### config.mk
export PLATFORM = sky130hd
export DESIGN_NAME = rgb_to_irgb_ordered_dither_flat
export DESIGN_NICKNAME = d
export VERILOG_FILES = /design/src/rgbd_pkg.sv /design/src/rgbd_in_if.sv /design/src/rgbd_out_if.sv /design/src/rgb_to_irgb_ordered_dither.sv /design/src/rgbd_front.sv /design/src/rgbd_queue.sv /design/src/rgbd_back.sv /design/src/flat_wrapper.sv
export VERILOG_INCLUDE_DIRS = /design/src /design/src/src
export SDC_FILE = /design/constraint.sdc
export NUM_CORES = 1
export LEC_CHECK = 0
export BUFFER_PORTS_ARGS = -buffer_cell sky130_fd_sc_hd__buf_2
export CORE_ASPECT_RATIO = 0.5
export CORE_UTILIZATION = 40
export CTS_CLUSTER_DIAMETER = 30
export DETAILED_ROUTE_END_ITERATION = 8
export PLACE_DENSITY = 0.65
export SYNTH_ARGS = -nofsm -noshare
export SYNTH_HDL_FRONTEND = slang
export SYNTH_SLANG_ARGS = --single-unit
### constraint.sdc
create_clock -name clk -period 13.1 [get_ports clk]
set_clock_uncertainty 0.2 [all_clocks]
set_input_delay 1.965 -clock clk [delete_from_list [all_inputs] [get_ports clk]]
set_output_delay 1.965 -clock clk [all_outputs]
set_load 0.05 [all_outputs]
### src/rgb_to_irgb_ordered_dither_assert.svh
// Assertion macros shared by the dither block.
`ifndef RGB_TO_IRGB_ORDERED_DITHER_ASSERT_SVH
`define RGB_TO_IRGB_ORDERED_DITHER_ASSERT_SVH

// Same-cycle implication, disabled while reset is held.
`define RGBD_ASSERT_NOW(label, clk, rst_n, ante, cons) \
  label: assert property (@(posedge clk) disable iff (!rst_n) (ante) |-> (cons)) \
    else $error("rgbd assertion failed");

// Next-cycle implication, disabled while reset is held.
`define RGBD_ASSERT_NEXT(label, clk, rst_n, ante, cons) \
  label: assert property (@(posedge clk) disable iff (!rst_n) (ante) |=> (cons)) \
    else $error("rgbd assertion failed");

`endif

### src/rgbd_pkg.sv
package rgbd_pkg;

  localparam int unsigned CHAN_W  = 8;
  localparam int unsigned PHASE_W = 2;
  localparam int unsigned OFS_W   = 4;
  localparam int unsigned PIX_W   = 4;
  localparam int unsigned PLANE_W = 16;
  localparam int unsigned QUOT_W  = 4;
  localparam int unsigned REM_W   = 12;
  localparam int unsigned DIVR_W  = 9;
  localparam int unsigned SUM_W   = 10;

  localparam logic [SUM_W-1:0]  GREY_LIMIT  = 10'd8;
  localparam logic [DIVR_W-1:0] DIVR_OFFSET = 9'd8;
  localparam logic [PIX_W-1:0]  CLR_LIGHT_GREY = 4'h7;
  localparam logic [PIX_W-1:0]  CLR_DARK_GREY  = 4'h8;
  localparam logic [PIX_W-1:0]  CLR_BLACK      = 4'h0;

  typedef logic [CHAN_W-1:0]  chan_t;
  typedef logic [PLANE_W-1:0] plane_t;

  typedef enum logic [1:0] {
    CLS_BRIGHT,
    CLS_LIGHT_GREY,
    CLS_DARK_GREY,
    CLS_COLOR
  } cls_t;

  // One classified request as it travels from the front to the back.
  typedef struct packed {
    chan_t             red;
    chan_t             green;
    chan_t             blue;
    chan_t             lum;
    cls_t              cls;
    logic [OFS_W-1:0]  ofs;
  } item_t;

  typedef struct packed {
    logic full;
    logic empty;
  } q_status_t;

  // Dither pattern table used for dim colors and greys.
  function automatic plane_t dim_plane(input logic [3:0] idx);
    plane_t p;
    case (idx)
      4'd0:    p = 16'h0000;
      4'd1:    p = 16'h8000;
      4'd2:    p = 16'h8020;
      4'd3:    p = 16'h80A0;
      4'd4:    p = 16'hA0A0;
      4'd5:    p = 16'hA4A0;
      4'd6:    p = 16'hA4A1;
      4'd7:    p = 16'hA4A5;
      4'd8:    p = 16'hA5A5;
      4'd9:    p = 16'hADA5;
      4'd10:   p = 16'hADA7;
      4'd11:   p = 16'hADAF;
      4'd12:   p = 16'hAFAF;
      4'd13:   p = 16'hEFAF;
      4'd14:   p = 16'hEFBF;
      4'd15:   p = 16'hEFFF;
      default: p = 16'h0000;
    endcase
    return p;
  endfunction

  // Bright table: same as the dim one except that the last entry is solid.
  function automatic plane_t lit_plane(input logic [3:0] idx);
    plane_t p;
    if (idx == 4'd15) begin
      p = 16'hFFFF;
    end else begin
      p = dim_plane(idx);
    end
    return p;
  endfunction

endpackage

### src/rgbd_in_if.sv
interface rgbd_in_if;
  logic                             valid;
  logic                             ready;
  logic [rgbd_pkg::CHAN_W-1:0]      red_in;
  logic [rgbd_pkg::CHAN_W-1:0]      green_in;
  logic [rgbd_pkg::CHAN_W-1:0]      blue_in;
  logic [rgbd_pkg::PHASE_W-1:0]     col_phase;
  logic [rgbd_pkg::PHASE_W-1:0]     row_phase;

  modport source (output valid, red_in, green_in, blue_in, col_phase, row_phase,
                  input ready);
  modport sink (input valid, red_in, green_in, blue_in, col_phase, row_phase,
                output ready);
endinterface

### src/rgbd_out_if.sv
interface rgbd_out_if;
  logic                             valid;
  logic                             ready;
  logic [rgbd_pkg::PIX_W-1:0]       dithered_pixel;
  logic [rgbd_pkg::PIX_W-1:0]       solid_color;
  logic [rgbd_pkg::PLANE_W-1:0]     bright_plane;
  logic [rgbd_pkg::PLANE_W-1:0]     red_pattern;
  logic [rgbd_pkg::PLANE_W-1:0]     green_plane;
  logic [rgbd_pkg::PLANE_W-1:0]     blue_plane;

  modport source (output valid, dithered_pixel, solid_color, bright_plane, red_pattern,
                  green_plane, blue_plane, input ready);
  modport sink (input valid, dithered_pixel, solid_color, bright_plane, red_pattern,
                green_plane, blue_plane, output ready);
endinterface

### src/rgb_to_irgb_ordered_dither.sv
// RGB to IRGB converter with a 4x4 ordered dither. Each request carries an 8-bit
// RGB color and the pixel's column and row phase; the result gives the four
// 16-bit plane patterns (intensity, red, green, blue), the closest solid IRGB
// color and the dithered IRGB pixel at that phase. The block takes one request
// per clock and gives one result per clock when the sink keeps ready high.
// Each accepted request passes the classification register, the queue, four
// stages of the channel scaling divider (one quotient bit each) and the
// output register. The pipelined divider holds most of these registers; the
// queue between the classification front and the divider back adds a register
// even when it is empty and absorbs short stalls on the result side.
`include "rgb_to_irgb_ordered_dither_assert.svh"

module rgb_to_irgb_ordered_dither #(
  parameter int unsigned QUEUE_DEPTH = 4
) (
  input  logic        clk,
  input  logic        rst_n,
  rgbd_in_if.sink     in_chan,
  rgbd_out_if.source  out_chan
);

  // Classified request handed from the front to the queue.
  logic                   push_valid;
  logic                   push_ready;
  rgbd_pkg::item_t        push_item;

  // Head of the queue as seen by the back.
  logic                   pop_valid;
  logic                   pop_ack;
  rgbd_pkg::item_t        pop_item;
  rgbd_pkg::q_status_t    q_status;

  // The front finds the maximum channel and sorts the color into bright,
  // light grey, dark grey or plain color.
  rgbd_front u_front (
    .clk        (clk),
    .rst_n      (rst_n),
    .in_chan    (in_chan),
    .push_valid (push_valid),
    .push_ready (push_ready),
    .push_item  (push_item)
  );

  // A short queue decouples the front from the back so that each side can
  // stall without holding the other one.
  rgbd_queue #(
    .DEPTH (QUEUE_DEPTH)
  ) u_queue (
    .clk        (clk),
    .rst_n      (rst_n),
    .push_valid (push_valid),
    .push_ready (push_ready),
    .push_item  (push_item),
    .pop_valid  (pop_valid),
    .pop_ack    (pop_ack),
    .pop_item   (pop_item),
    .status     (q_status)
  );

  // The back scales the channels of bright colors by 16/(max+8), reads the
  // dither tables and picks the pixel at the requested phase.
  rgbd_back u_back (
    .clk        (clk),
    .rst_n      (rst_n),
    .pop_valid  (pop_valid),
    .pop_ack    (pop_ack),
    .pop_item   (pop_item),
    .out_chan   (out_chan)
  );

  // A waiting result must freeze the back, so nothing may leave the queue.
  `RGBD_ASSERT_NOW(a_stall_blocks_pop, clk, rst_n, out_chan.valid && !out_chan.ready, !pop_ack)
  // The back only takes a request that the queue really holds.
  `RGBD_ASSERT_NOW(a_pop_not_empty, clk, rst_n, pop_ack, !q_status.empty)
  // A full queue with a request waiting in front must hold off the source.
  `RGBD_ASSERT_NOW(a_full_backpressure, clk, rst_n, q_status.full && push_valid, !in_chan.ready)
  // A full queue that is not drained stays occupied in the next cycle.
  `RGBD_ASSERT_NEXT(a_full_stays, clk, rst_n, q_status.full && !pop_ack, !q_status.empty)

endmodule

### src/rgbd_front.sv
module rgbd_front (
  input  logic              clk,
  input  logic              rst_n,
  rgbd_in_if.sink           in_chan,
  output logic              push_valid,
  input  logic              push_ready,
  output rgbd_pkg::item_t   push_item
);

  logic                          valid_r;
  logic                          valid_nxt;
  rgbd_pkg::item_t               item_r;
  rgbd_pkg::item_t               item_nxt;
  rgbd_pkg::chan_t               lum;
  logic [rgbd_pkg::SUM_W-1:0]    grey_dist;
  logic                          accept;

  assign in_chan.ready = !valid_r || push_ready;
  assign accept        = in_chan.valid && in_chan.ready;

  always_comb begin
    lum = in_chan.red_in;
    if (in_chan.green_in > lum) begin
      lum = in_chan.green_in;
    end
    if (in_chan.blue_in > lum) begin
      lum = in_chan.blue_in;
    end
    // Each term lum - channel is non-negative, so the sum cannot wrap.
    grey_dist = (rgbd_pkg::SUM_W'(lum) << 1) + rgbd_pkg::SUM_W'(lum)
              - rgbd_pkg::SUM_W'(in_chan.red_in)
              - rgbd_pkg::SUM_W'(in_chan.green_in)
              - rgbd_pkg::SUM_W'(in_chan.blue_in);

    item_nxt.red   = in_chan.red_in;
    item_nxt.green = in_chan.green_in;
    item_nxt.blue  = in_chan.blue_in;
    item_nxt.lum   = lum;
    item_nxt.ofs   = {in_chan.row_phase, in_chan.col_phase};
    if (lum[rgbd_pkg::CHAN_W-1]) begin
      item_nxt.cls = rgbd_pkg::CLS_BRIGHT;
    end else if (grey_dist < rgbd_pkg::GREY_LIMIT) begin
      item_nxt.cls = lum[6] ? rgbd_pkg::CLS_LIGHT_GREY : rgbd_pkg::CLS_DARK_GREY;
    end else begin
      item_nxt.cls = rgbd_pkg::CLS_COLOR;
    end

    if (accept) begin
      valid_nxt = 1'b1;
    end else if (push_ready) begin
      valid_nxt = 1'b0;
    end else begin
      valid_nxt = valid_r;
    end
  end

  always_ff @(posedge clk) begin
    if (!rst_n) begin
      valid_r <= 1'b0;
    end else begin
      valid_r <= valid_nxt;
    end
  end

  always_ff @(posedge clk) begin
    if (accept) begin
      item_r <= item_nxt;
    end
  end

  assign push_valid = valid_r;
  assign push_item  = item_r;

endmodule

### src/rgbd_queue.sv
module rgbd_queue #(
  parameter int unsigned DEPTH = 4
) (
  input  logic                   clk,
  input  logic                   rst_n,
  input  logic                   push_valid,
  output logic                   push_ready,
  input  rgbd_pkg::item_t        push_item,
  output logic                   pop_valid,
  input  logic                   pop_ack,
  output rgbd_pkg::item_t        pop_item,
  output rgbd_pkg::q_status_t    status
);

  localparam int unsigned PTR_W = $clog2(DEPTH);
  localparam int unsigned CNT_W = $clog2(DEPTH + 1);

  rgbd_pkg::item_t     mem_r [DEPTH];
  logic [PTR_W-1:0]    wr_ptr_r;
  logic [PTR_W-1:0]    rd_ptr_r;
  logic [CNT_W-1:0]    count_r;
  logic [CNT_W-1:0]    count_nxt;
  logic                push;
  logic                pop;

  assign status.full  = (count_r == CNT_W'(DEPTH));
  assign status.empty = (count_r == '0);
  assign push_ready   = !status.full;
  assign pop_valid    = !status.empty;
  assign push         = push_valid && push_ready;
  assign pop          = pop_ack && pop_valid;
  assign pop_item     = mem_r[rd_ptr_r];

  always_comb begin
    count_nxt = count_r;
    if (push && !pop) begin
      count_nxt = count_r + 1'b1;
    end else if (pop && !push) begin
      count_nxt = count_r - 1'b1;
    end
  end

  // Pointers wrap at the last entry so that depths other than powers of two work.
  always_ff @(posedge clk) begin
    if (!rst_n) begin
      wr_ptr_r <= '0;
      rd_ptr_r <= '0;
      count_r  <= '0;
    end else begin
      count_r <= count_nxt;
      if (push) begin
        wr_ptr_r <= (wr_ptr_r == PTR_W'(DEPTH - 1)) ? '0 : wr_ptr_r + 1'b1;
      end
      if (pop) begin
        rd_ptr_r <= (rd_ptr_r == PTR_W'(DEPTH - 1)) ? '0 : rd_ptr_r + 1'b1;
      end
    end
  end

  always_ff @(posedge clk) begin
    if (push) begin
      mem_r[wr_ptr_r] <= push_item;
    end
  end

endmodule

### src/rgbd_back.sv
module rgbd_back (
  input  logic              clk,
  input  logic              rst_n,
  input  logic              pop_valid,
  output logic              pop_ack,
  input  rgbd_pkg::item_t   pop_item,
  rgbd_out_if.source        out_chan
);

  localparam int unsigned NSTG  = rgbd_pkg::QUOT_W;
  localparam int unsigned NCHAN = 3;

  typedef struct packed {
    rgbd_pkg::item_t                                item;
    logic [NCHAN-1:0][rgbd_pkg::REM_W-1:0]          rem;
    logic [NCHAN-1:0][rgbd_pkg::QUOT_W-1:0]         quot;
  } div_stage_t;

  div_stage_t                      stg_r   [NSTG];
  div_stage_t                      stg_nxt [NSTG];
  logic [NSTG-1:0]                 vld_r;
  logic                            adv;

  logic                            out_valid_r;
  logic [rgbd_pkg::PIX_W-1:0]      pix_r,   pix_nxt;
  logic [rgbd_pkg::PIX_W-1:0]      clr_r,   clr_nxt;
  rgbd_pkg::plane_t                pi_r,    pi_nxt;
  rgbd_pkg::plane_t                pr_r,    pr_nxt;
  rgbd_pkg::plane_t                pg_r,    pg_nxt;
  rgbd_pkg::plane_t                pb_r,    pb_nxt;

  // The whole back pipeline moves together and holds while the result waits.
  assign adv     = !out_valid_r || out_chan.ready;
  assign pop_ack = adv && pop_valid;

  // Restoring division of channel*16 by lum+8, one quotient bit per stage.
  // Since channel <= lum, the quotient always fits in four bits.
  always_comb begin
    div_stage_t                    src;
    logic [rgbd_pkg::REM_W-1:0]    dsh;
    for (int s = 0; s < NSTG; s++) begin
      if (s == 0) begin
        src.item    = pop_item;
        src.rem[0]  = {pop_item.red,   4'b0000};
        src.rem[1]  = {pop_item.green, 4'b0000};
        src.rem[2]  = {pop_item.blue,  4'b0000};
        src.quot    = '0;
      end else begin
        src = stg_r[s-1];
      end
      dsh = rgbd_pkg::REM_W'({1'b0, src.item.lum} + rgbd_pkg::DIVR_OFFSET)
            << (NSTG - 1 - s);
      stg_nxt[s] = src;
      for (int c = 0; c < NCHAN; c++) begin
        if (src.rem[c] >= dsh) begin
          stg_nxt[s].rem[c]               = src.rem[c] - dsh;
          stg_nxt[s].quot[c][NSTG - 1 - s] = 1'b1;
        end
      end
    end
  end

  // Table lookup and pixel select on the last division stage.
  always_comb begin
    div_stage_t       fin;
    rgbd_pkg::plane_t grey;
    fin  = stg_r[NSTG-1];
    grey = rgbd_pkg::dim_plane(fin.item.lum[5:2]);
    case (fin.item.cls)
      rgbd_pkg::CLS_BRIGHT: begin
        pi_nxt  = rgbd_pkg::lit_plane(fin.item.lum[6:3]);
        pr_nxt  = rgbd_pkg::lit_plane(fin.quot[0]);
        pg_nxt  = rgbd_pkg::lit_plane(fin.quot[1]);
        pb_nxt  = rgbd_pkg::lit_plane(fin.quot[2]);
        clr_nxt = {1'b1, fin.item.red[7], fin.item.green[7], fin.item.blue[7]};
      end
      rgbd_pkg::CLS_LIGHT_GREY: begin
        pi_nxt  = ~grey;
        pr_nxt  = grey;
        pg_nxt  = grey;
        pb_nxt  = grey;
        clr_nxt = rgbd_pkg::CLR_LIGHT_GREY;
      end
      rgbd_pkg::CLS_DARK_GREY: begin
        pi_nxt  = grey;
        pr_nxt  = '0;
        pg_nxt  = '0;
        pb_nxt  = '0;
        clr_nxt = fin.item.lum[5] ? rgbd_pkg::CLR_DARK_GREY : rgbd_pkg::CLR_BLACK;
      end
      default: begin
        pi_nxt  = '0;
        pr_nxt  = rgbd_pkg::dim_plane(fin.item.red[6:3]);
        pg_nxt  = rgbd_pkg::dim_plane(fin.item.green[6:3]);
        pb_nxt  = rgbd_pkg::dim_plane(fin.item.blue[6:3]);
        clr_nxt = {1'b0, fin.item.red[6], fin.item.green[6], fin.item.blue[6]};
      end
    endcase
    pix_nxt = {pi_nxt[fin.item.ofs], pr_nxt[fin.item.ofs],
               pg_nxt[fin.item.ofs], pb_nxt[fin.item.ofs]};
  end

  always_ff @(posedge clk) begin
    if (!rst_n) begin
      vld_r       <= '0;
      out_valid_r <= 1'b0;
    end else if (adv) begin
      vld_r       <= {vld_r[NSTG-2:0], pop_valid};
      out_valid_r <= vld_r[NSTG-1];
    end
  end

  always_ff @(posedge clk) begin
    if (adv) begin
      for (int s = 0; s < NSTG; s++) begin
        stg_r[s] <= stg_nxt[s];
      end
      pix_r <= pix_nxt;
      clr_r <= clr_nxt;
      pi_r  <= pi_nxt;
      pr_r  <= pr_nxt;
      pg_r  <= pg_nxt;
      pb_r  <= pb_nxt;
    end
  end

  assign out_chan.valid          = out_valid_r;
  assign out_chan.dithered_pixel = pix_r;
  assign out_chan.solid_color    = clr_r;
  assign out_chan.bright_plane   = pi_r;
  assign out_chan.red_pattern    = pr_r;
  assign out_chan.green_plane    = pg_r;
  assign out_chan.blue_plane     = pb_r;

endmodule
### src/flat_wrapper.sv
// flat-port wrapper written by rule: the top's interface ports become plain ports
module rgb_to_irgb_ordered_dither_flat 
#(
  parameter int unsigned QUEUE_DEPTH = 4
)
  (clk, rst_n, in_chan_valid, in_chan_red_in, in_chan_green_in, in_chan_blue_in, in_chan_col_phase, in_chan_row_phase, in_chan_ready, out_chan_valid, out_chan_dithered_pixel, out_chan_solid_color, out_chan_bright_plane, out_chan_red_pattern, out_chan_green_plane, out_chan_blue_plane, out_chan_ready);
  rgbd_in_if in_chan_i ();
  rgbd_out_if out_chan_i ();
  input  logic clk;
  input  logic rst_n;
  input wire logic [$bits(in_chan_i.valid)-1:0] in_chan_valid;
  input wire logic [$bits(in_chan_i.red_in)-1:0] in_chan_red_in;
  input wire logic [$bits(in_chan_i.green_in)-1:0] in_chan_green_in;
  input wire logic [$bits(in_chan_i.blue_in)-1:0] in_chan_blue_in;
  input wire logic [$bits(in_chan_i.col_phase)-1:0] in_chan_col_phase;
  input wire logic [$bits(in_chan_i.row_phase)-1:0] in_chan_row_phase;
  output wire logic [$bits(in_chan_i.ready)-1:0] in_chan_ready;
  output wire logic [$bits(out_chan_i.valid)-1:0] out_chan_valid;
  output wire logic [$bits(out_chan_i.dithered_pixel)-1:0] out_chan_dithered_pixel;
  output wire logic [$bits(out_chan_i.solid_color)-1:0] out_chan_solid_color;
  output wire logic [$bits(out_chan_i.bright_plane)-1:0] out_chan_bright_plane;
  output wire logic [$bits(out_chan_i.red_pattern)-1:0] out_chan_red_pattern;
  output wire logic [$bits(out_chan_i.green_plane)-1:0] out_chan_green_plane;
  output wire logic [$bits(out_chan_i.blue_plane)-1:0] out_chan_blue_plane;
  input wire logic [$bits(out_chan_i.ready)-1:0] out_chan_ready;
  assign in_chan_i.valid = in_chan_valid;
  assign in_chan_i.red_in = in_chan_red_in;
  assign in_chan_i.green_in = in_chan_green_in;
  assign in_chan_i.blue_in = in_chan_blue_in;
  assign in_chan_i.col_phase = in_chan_col_phase;
  assign in_chan_i.row_phase = in_chan_row_phase;
  assign in_chan_ready = in_chan_i.ready;
  assign out_chan_valid = out_chan_i.valid;
  assign out_chan_dithered_pixel = out_chan_i.dithered_pixel;
  assign out_chan_solid_color = out_chan_i.solid_color;
  assign out_chan_bright_plane = out_chan_i.bright_plane;
  assign out_chan_red_pattern = out_chan_i.red_pattern;
  assign out_chan_green_plane = out_chan_i.green_plane;
  assign out_chan_blue_plane = out_chan_i.blue_plane;
  assign out_chan_i.ready = out_chan_ready;
  rgb_to_irgb_ordered_dither #(.QUEUE_DEPTH(QUEUE_DEPTH)) u_core (.clk(clk), .rst_n(rst_n), .in_chan(in_chan_i), .out_chan(out_chan_i));
endmodule
==> impl_metrics.py <==
metrics = {
    "outcome": {
        "outcome": "finished clean",
    },
    "clocking": {
        "cts_tree": "yes",
        "cts_buffers": 81,
        "insertion_delay_ns": 0.63,
        "cts_setup_buffers": 0,
        "cts.repair.resized": 0,
        "cts_sinks": 510,
        "cts.reportedPaths.clkPinSlew_ns": 0.05,
        "holdBufCountCts": 0,
        "clockBufferDepth": 3,
        "cts_max_level": 3,
        "root_buffer": "clkbuf_16",
    },
    "synth": {
        "synthMuxAreaShare": 0.0632,
        "ys_async_sr_fraction": 0,
        "synth-seq-cells": 510,
        "synth-xor-area-share": 0.0239,
        "synth_cell_types": 72,
        "synth_area_leader_cell": "edfxtp_1",
        "yosysSeqAreaShare": 0.600,
        "synth_edf_count": 495,
        "synth_top_family_by_area": "compound AO/OA/AOI/OAI gates",
        "syn_area_per_cell_sq_um": 13.4,
        "synthTopCellsByCount": "495 x edfxtp_1, 150 x ha_1, 131 x inv_1, 120 x o21ai_0, 119 x nor2_1",
        "yosys_warnings": 0,
        "synth_ff_type": "edfxtp_1",
        "yosys.area_share.simple": 0.0809,
        "synth_area_leaders": "edfxtp_1 59%, ha_1 7.4%, mux4_2 4.5%",
        "synthesis.area_sq_um": 25300,
        "synth_compound_area_frac": 0.105,
        "synth_fp_nets": 2100,
        "synth_top_area_frac": 0.588,
        "syn_inst": 1889,
        "synthAdderAreaFrac": 0.0972,
        "yosysMostFrequentCell": "edfxtp_1",
    },
    "sta": {
        "hold_viol_final": 0,
        "tightest_slew_ns": 1.19,
        "rsz0062_at_grt": "false",
        "period_needed_ns": 8.54,
        "finalSetupViolCount": 0,
        "period_share": 0.652,
        "clock.fmax_mhz": 117,
        "slew_headroom": 0.205,
        "hold_slack_ns": 0.211,
        "slew_viol_final": 0,
        "setup_tns_ns": 0,
    },
    "drt": {
        "drt_iter0_drc": 1178,
        "drtAntennaViolNets": 0,
        "drc": 0,
        "dr_total_vias": 15258,
        "via_per_inst": 5.23,
        "postRouteWirelength_mm": 52.7,
        "dr.pass1.iters": 5,
        "routedWlPerCell_microns": 18.1,
    },
    "cells_and_area": {
        "multi_input_area_sq_um": 9400,
        "fillers": 5387,
        "num-nets-final": 2236,
        "fin_area_sq_um": 29400,
        "syn_to_final_growth_pct": 16.4,
        "seqCellArea_sq_um": 15200,
        "drive_above_1_share": 0.166,
    },
    "setup_path": {
        "cp_max_fo": 14,
        "cp.arrival_ns": 8.67,
        "cp_slowest_stage_delay_ns": 0.76,
        "end_kind": "flop",
        "crit_slowest_cell": "nor4_1",
        "cp.required_ns": 13.23,
        "crit_type": "in2reg",
        "startpoint_type": "primary input",
    },
    "floorplan": {
        "dieHeight_microns": 180,
        "fp.dieW_microns": 358,
        "die_area_sq_um": 64300,
        "rows": 64,
        "io_pins": 106,
        "coreArea_sq_um": 61800,
        "initial_utilization": 0.409,
    },
    "global_routing": {
        "grt_first_pass_wirelength_mm": 83.2,
        "track_usage": 0.165,
        "overflow": 0,
        "grt_max_degree": 98,
        "antenna_found_initial": 4,
        "grt_pass1_vias": 14988,
    },
    "place": {
        "placed_area_sq_um": 26700,
        "dpl.hpwl_mm": 37.1,
        "io_buffer_count": 105,
        "gp_congestion": 0.911,
    },
    "min_path": {
        "hold_class": "reg2reg",
    },
    "job": {
        "drv_cap": 0,
    },
}
flip-flops by register name, indices dropped and copies added, names as in the netlist, 3 cells and up, named ones only:
signal                                 count
u_core.u_queue.mem_r                     152
u_core.u_back.out_chan.dithered_pixel      4
u_core.u_back.out_chan.green_plane        16
u_core.u_back.out_chan.solid_color         4
u_core.u_back.out_chan.blue_plane         16
u_core.u_back.out_chan.bright_plane       16
u_core.u_back.out_chan.red_pattern        16
u_core.u_queue.count_r                     3
u_core.u_back.vld_r                        4
u_core.u_front.push_item                  38
u_core.u_back.stg_r                      233
worst max-delay path, delay by kind of cell:
family                   cells  cell delay, ns
AO/OA/AOI/OAI               10            2.02
adder cells (fa/ha/maj)      5            2.09
buffers and inverters        4            0.43
AND/OR/NAND/NOR             10            2.15
cell families after synthesis:
kind of cell,after synthesis
flip-flops,510
XOR/XNOR,69
adder cells (fa/ha/maj),179
multiplexers,93
AND/OR/NAND/NOR,421
buffers and inverters,197
AO/OA/AOI/OAI,420
worst paths after layout:
path | cells after the start | slack, ns | end | from
max | 29 | 4.56 | u_core.u_front.push_item[4]$_SDFFCE_PP0P_ | in_chan_green_in[5]
min reg2reg | 0 | 0.21 | u_core.u_back.stg_r[3][53]$_DFFE_PN_ | u_core.u_back.stg_r[2][53]$_DFFE_PN_
max reg2reg | 10 | 8.08 | u_core.u_back.stg_r[0][45]$_DFFE_PN_ | flop
min | 0 | 0.21 | u_core.u_back.stg_r[3][53]$_DFFE_PN_ | u_core.u_back.stg_r[2][53]$_DFFE_PN_
final cells by class:
type	count	share of cell area
sequential	510	0.516
multi-input combinational	1182	0.319
clock buffer	93	0.0715
tap	825	0.0351
timing repair buffer	117	0.0209
clock inverter	53	0.0200
inverter	133	0.0172
antenna	2	0.000170
routing by layer:
metal  share of wire  up-vias  GRT usage
met5         0.00025        -          0
met4           0.025        2     0.0561
met3           0.045       93     0.0322
met2            0.46      349      0.255
met1            0.47     7435      0.233
li1                -     7379          -
metrics by stage:
stage          std cells   util  setup slack, ns
3_3_place_gp        2767  0.432             4.16
3_5_place_dp        2767  0.432             4.00
4_1_cts             2913  0.476             4.62
2_1_floorplan       1889      -             2.29
6_report            2915  0.476             4.56
5_1_grt             2914  0.476             4.03
cells in the final DEF (no fill, tap or decap), types with 11 or more instances in the layout:
master       n
fa_1        29
nand2_1    116
mux2_2      23
clkinv_2    15
nor2b_1     37
mux2i_1     19
clkbuf_16   82
a21o_1      38
and3_1      16
o21bai_1    13
and2_1      11
ha_1       150
xnor2_1     36
a21boi_0    18
nand3_1     38
edfxtp_1   495
inv_1      130
dfxtp_1     13
buf_4       12
o21ai_0    120
o31ai_1     12
a31oi_1     11
o21a_1      21
mux4_2      51
nor3_1      11
nand4_1     11
nor2_1     119
buf_2      105
a21oi_1    112
xor2_1      33
nand2b_1    25
Power is left out: the tool's default activity adds up to more than one toggle a clock period on the data nets, which glitch-free logic cannot reach.
